===== src/hdl/fsm_pkg.sv =====
// Package: shared types and constants for the fraction sum and max block.
package fsm_pkg;
  localparam int NumW  = 16;
  localparam int SumW  = 48;
  localparam int AccW  = 32;
  localparam int DenW  = 31;

  typedef enum logic [2:0] {
    ST_IDLE, ST_MUL, ST_GCD, ST_DIVN, ST_DIVD, ST_DONE
  } state_t;

  typedef struct packed {
    logic load;
    logic mul;
    logic gcd_step;
    logic divn_start;
    logic divd_start;
    logic div_step;
    logic commit;
  } cmd_t;

  typedef struct packed {
    logic bad;
    logic zero_sum;
    logic gcd_done;
    logic div_done;
    logic busy;
  } sts_t;
endpackage


===== src/hdl/fsm_ctrl.sv =====
// Controller: multiply, then GCD and two divisions unless bad or zero sum.
module fsm_ctrl (
  input  logic          clk,
  input  logic          rst_n,
  input  logic          in_valid,
  output logic          in_ready,
  output logic          out_valid,
  input  logic          out_ready,
  input  fsm_pkg::sts_t sts,
  output fsm_pkg::cmd_t cmd
);
  import fsm_pkg::*;
  state_t state_r, state_nxt;

  always_ff @(posedge clk) begin
    if (!rst_n) state_r <= ST_IDLE;
    else        state_r <= state_nxt;
  end

  always_comb begin
    state_nxt = state_r;
    unique case (state_r)
      ST_IDLE: if (in_valid) state_nxt = ST_MUL;
      ST_MUL: begin
        if (sts.bad || sts.zero_sum) state_nxt = ST_DONE;
        else                         state_nxt = ST_GCD;
      end
      ST_GCD:  if (sts.gcd_done) state_nxt = ST_DIVN;
      ST_DIVN: if (sts.div_done) state_nxt = ST_DIVD;
      ST_DIVD: if (sts.div_done) state_nxt = ST_DONE;
      ST_DONE: if (out_ready) state_nxt = ST_IDLE;
      default: state_nxt = ST_IDLE;
    endcase
  end

  always_comb begin
    cmd = '0;
    in_ready = 1'b0;
    out_valid = 1'b0;
    unique case (state_r)
      ST_IDLE: begin
        in_ready = 1'b1;
        cmd.load = in_valid;
      end
      ST_MUL: begin
        cmd.mul = 1'b1;
        cmd.commit = sts.bad || sts.zero_sum;
      end
      ST_GCD: begin
        cmd.gcd_step = !sts.gcd_done && !sts.busy;
        cmd.div_step = sts.busy && !sts.div_done;
        cmd.divn_start = sts.gcd_done;
      end
      ST_DIVN: begin
        cmd.div_step = !sts.div_done;
        cmd.divd_start = sts.div_done;
      end
      ST_DIVD: begin
        cmd.div_step = !sts.div_done;
        cmd.commit = sts.div_done;
      end
      ST_DONE: out_valid = 1'b1;
      default: ;
    endcase
  end
endmodule


===== config.mk =====
export PLATFORM = sky130hd
export DESIGN_NAME = fsm_ctrl
export DESIGN_NICKNAME = d
export VERILOG_FILES = /design/src/hdl/fsm_pkg.sv /design/src/hdl/fsm_ctrl.sv
export SDC_FILE = /design/constraint.sdc
export NUM_CORES = 1
export LEC_CHECK = 0
export BUFFER_PORTS_ARGS = -buffer_cell sky130_fd_sc_hd__buf_2
export CAP_MARGIN = 30
export CORE_AREA = 2 2 39 41
export DETAILED_ROUTE_END_ITERATION = 8
export DIE_AREA = 0 0 41 43
export PLACE_DENSITY = 0.48
export SYNTH_ARGS = -nofsm -noshare
export SYNTH_HDL_FRONTEND = slang
export SYNTH_SLANG_ARGS = --single-unit
export TNS_END_PERCENT = 5

===== constraint.sdc =====
create_clock -name clk -period 2.9 [get_ports clk]
set_input_delay 0.58 -clock clk [delete_from_list [all_inputs] [get_ports clk]]
set_output_delay 0.58 -clock clk [all_outputs]
set_load 0.02 [all_outputs]

==> metrics.txt <==
status=completed; Row Count=14; DRC violations left=0; Setup-failing EPs final=0; CTS sink cnt=3; Crit. End Element=output port; Largest regs=state_r: 3 flops; clock buffer depth=2; Total Power=0.000214 W; routed len/inst=10.4 um; die height=43 um; fin crit share=76.6%; Fin Setup TNS=0 ns; synthesized net count=53; Most used DFF post-synth=dfxtp_1; DRT Pass-1 Iters=3; hold_buf cts=0; NumNets Final=71; Starting Density=23.0%; Worst-Margin Slew=0.552 ns; I/O Buffers=17; Arr. time, crit path=1.64 ns; Final ANT Viol Nets=0; Critical Path Source Type=register; total track usage=10.9%; grt total ovfl=0; sequential element share of the synthesized area=18.9%; post-CTS setup buffers=0; Synth Cell Area=318 um^2; Synth top area share=18.9%; H-tree depth=1; Clock Tree Root=clkbuf_4; core area=1380 um^2; Yosys cell types=24; top post-synthesis cells by area=dfxtp_1 (19%), and3_1 (7.9%), o2111a_1 (7.1%); cell count after synthesis=44; initial antenna violation count=0; worst-path maximum fanout=19; Static Leak=0.198 nW; Slew HR=63.1%; synth-to-layout area growth=33.9%; number of synthesized flops with an enable pin=0; die width=41 um; pwr/cell area=504 nW/um^2; Post-synth top cells=a21oi_1 (4), and3_1 (4), nand2_1 (4), dfxtp_1 (3), nor2_1 (3); Clock Latency Late Sink=0.24 ns; Peak Freq=0.450 GHz; dpl hpwl=586 um; n_diodes=0; fin. max-slew vios=0; CTS Buf Count=3; first-pass GRT wire length=1280 um; final hold violations=0; Worst-path clk slew=0.04 ns; ys async rst share=0%; Worst Path Required=2.32 ns; Worst Skew=0.00481 ns; largest net degree at the start of global routing=20; max-capacitance violation count=0; Ys Warns=0; full die area=1760 um^2; VDD IR-drop max=0.155 mV; synthesized area per cell=7.22 um^2; num ports=18; Biggest register=state_r; placed instance area=399 um^2; 1st-iter DRT viols=3; post-CTS resize count=0; share of cells above drive strength 1=34.4%; vias in the first global route=297; vias per cell=4.79; Vias=369; Final min period=2.22 ns; final instance area=425 um^2; CTS tree=done; final WL=799 um; number of flip-flops in the largest register=3; #FFs+latches synth=3; Setup CP Type=register to output port; unrepaired setup endpoints after global routing=false; largest area contributor in the netlist=dfxtp_1; hold crit path type=input port to register; GP Congestion=0.688
-- layout make-up --
| cell class | instances | area, um^2 |
|---|---|---|
| clock buffer | 4 | 26.3 |
| timing repair buffer | 17 | 85.1 |
| tap | 16 | 20.0 |
| multi-input combinational | 37 | 234 |
| sequential | 3 | 60.1 |
| fill | 160 | 958 |
-- final timing paths --
check | start | endpoint | slack (ns) | cells past startpoint
worst min register to register | state_r[2] | state_r[1] | 0.70 | 1
worst max-delay path | state_r[1] | cmd[1] | 0.68 | 4
worst max register to register | state_r[1] | state_r[2] | 1.42 | 3
worst min-delay path | rst_n | state_r[0] | 0.62 | 2
-- logic make-up after synthesis --
kind of cell	share of synthesized area [%]
muxes	3.15
DFF	18.9
AOI/OAI and AO/OA	24.4
and+or+nand+nor	46.1
buffers and inverters	7.48
-- metrics by stage --
| stage | util (%) | hold slack (ns) | setup slack [ns] | cells |
|---|---|---|---|---|
| 3_5_place_dp | 28.8 | 0.703 | 0.921 | 73 |
| 2_1_floorplan | - | 0.659 | 0.902 | 44 |
| 6_report | 30.7 | 0.620 | 0.678 | 77 |
| 5_1_grt | 30.7 | 0.634 | 0.533 | 77 |
| 3_3_place_gp | 28.8 | 0.707 | 0.960 | 73 |
| 4_1_cts | 30.7 | 0.622 | 0.666 | 77 |
-- power by group --
| part | total [W] | switching, W | leakage, nW | internal (W) |
|---|---|---|---|---|
| logic | 0.0000767 | 0.0000424 | 0.159 | 0.0000344 |
| registers | 0.0000627 | 0.0000163 | 0.0247 | 0.0000463 |
| clock network | 0.0000750 | 0.0000233 | 0.0150 | 0.0000517 |
-- cells in the final DEF, fill, tap and decap left out --
cell type	synthesis	routed
and2_1	1	1
o2111a_1	2	2
nor2b_1	2	2
and3b_1	1	1
a22o_1	1	1
o21ai_0	2	2
and3_1	4	4
buf_2	1	17
a221oi_1	1	1
o21bai_1	1	1
nor3b_1	1	1
a21oi_1	4	4
clkbuf_1	2	1
clkbuf_4	0	3
nor2_1	3	3
or2_2	1	1
dfxtp_1	3	3
nand3b_1	2	2
nand2_1	4	4
or3_1	1	1
nand3_1	1	1
nor4b_1	2	2
mux2i_1	1	1
nor3_1	2	2
-- layer usage --
metal	GRT usage (%)	routed length, um	part of all wire, %
met1	15.1	389	49
met4	8.00	13	1.6
met2	13.8	352	44
met5	0	0	0
met3	3.14	43	5.4
-- critical path, cell delays in order, from the launching register on --
cell and delay (ns):
dfxtp_1 0.66, o21ai_0 0.15, or2_2 0.29, a21oi_1 0.13
buf_2 0.17
(Power assumes the default switching activity.)
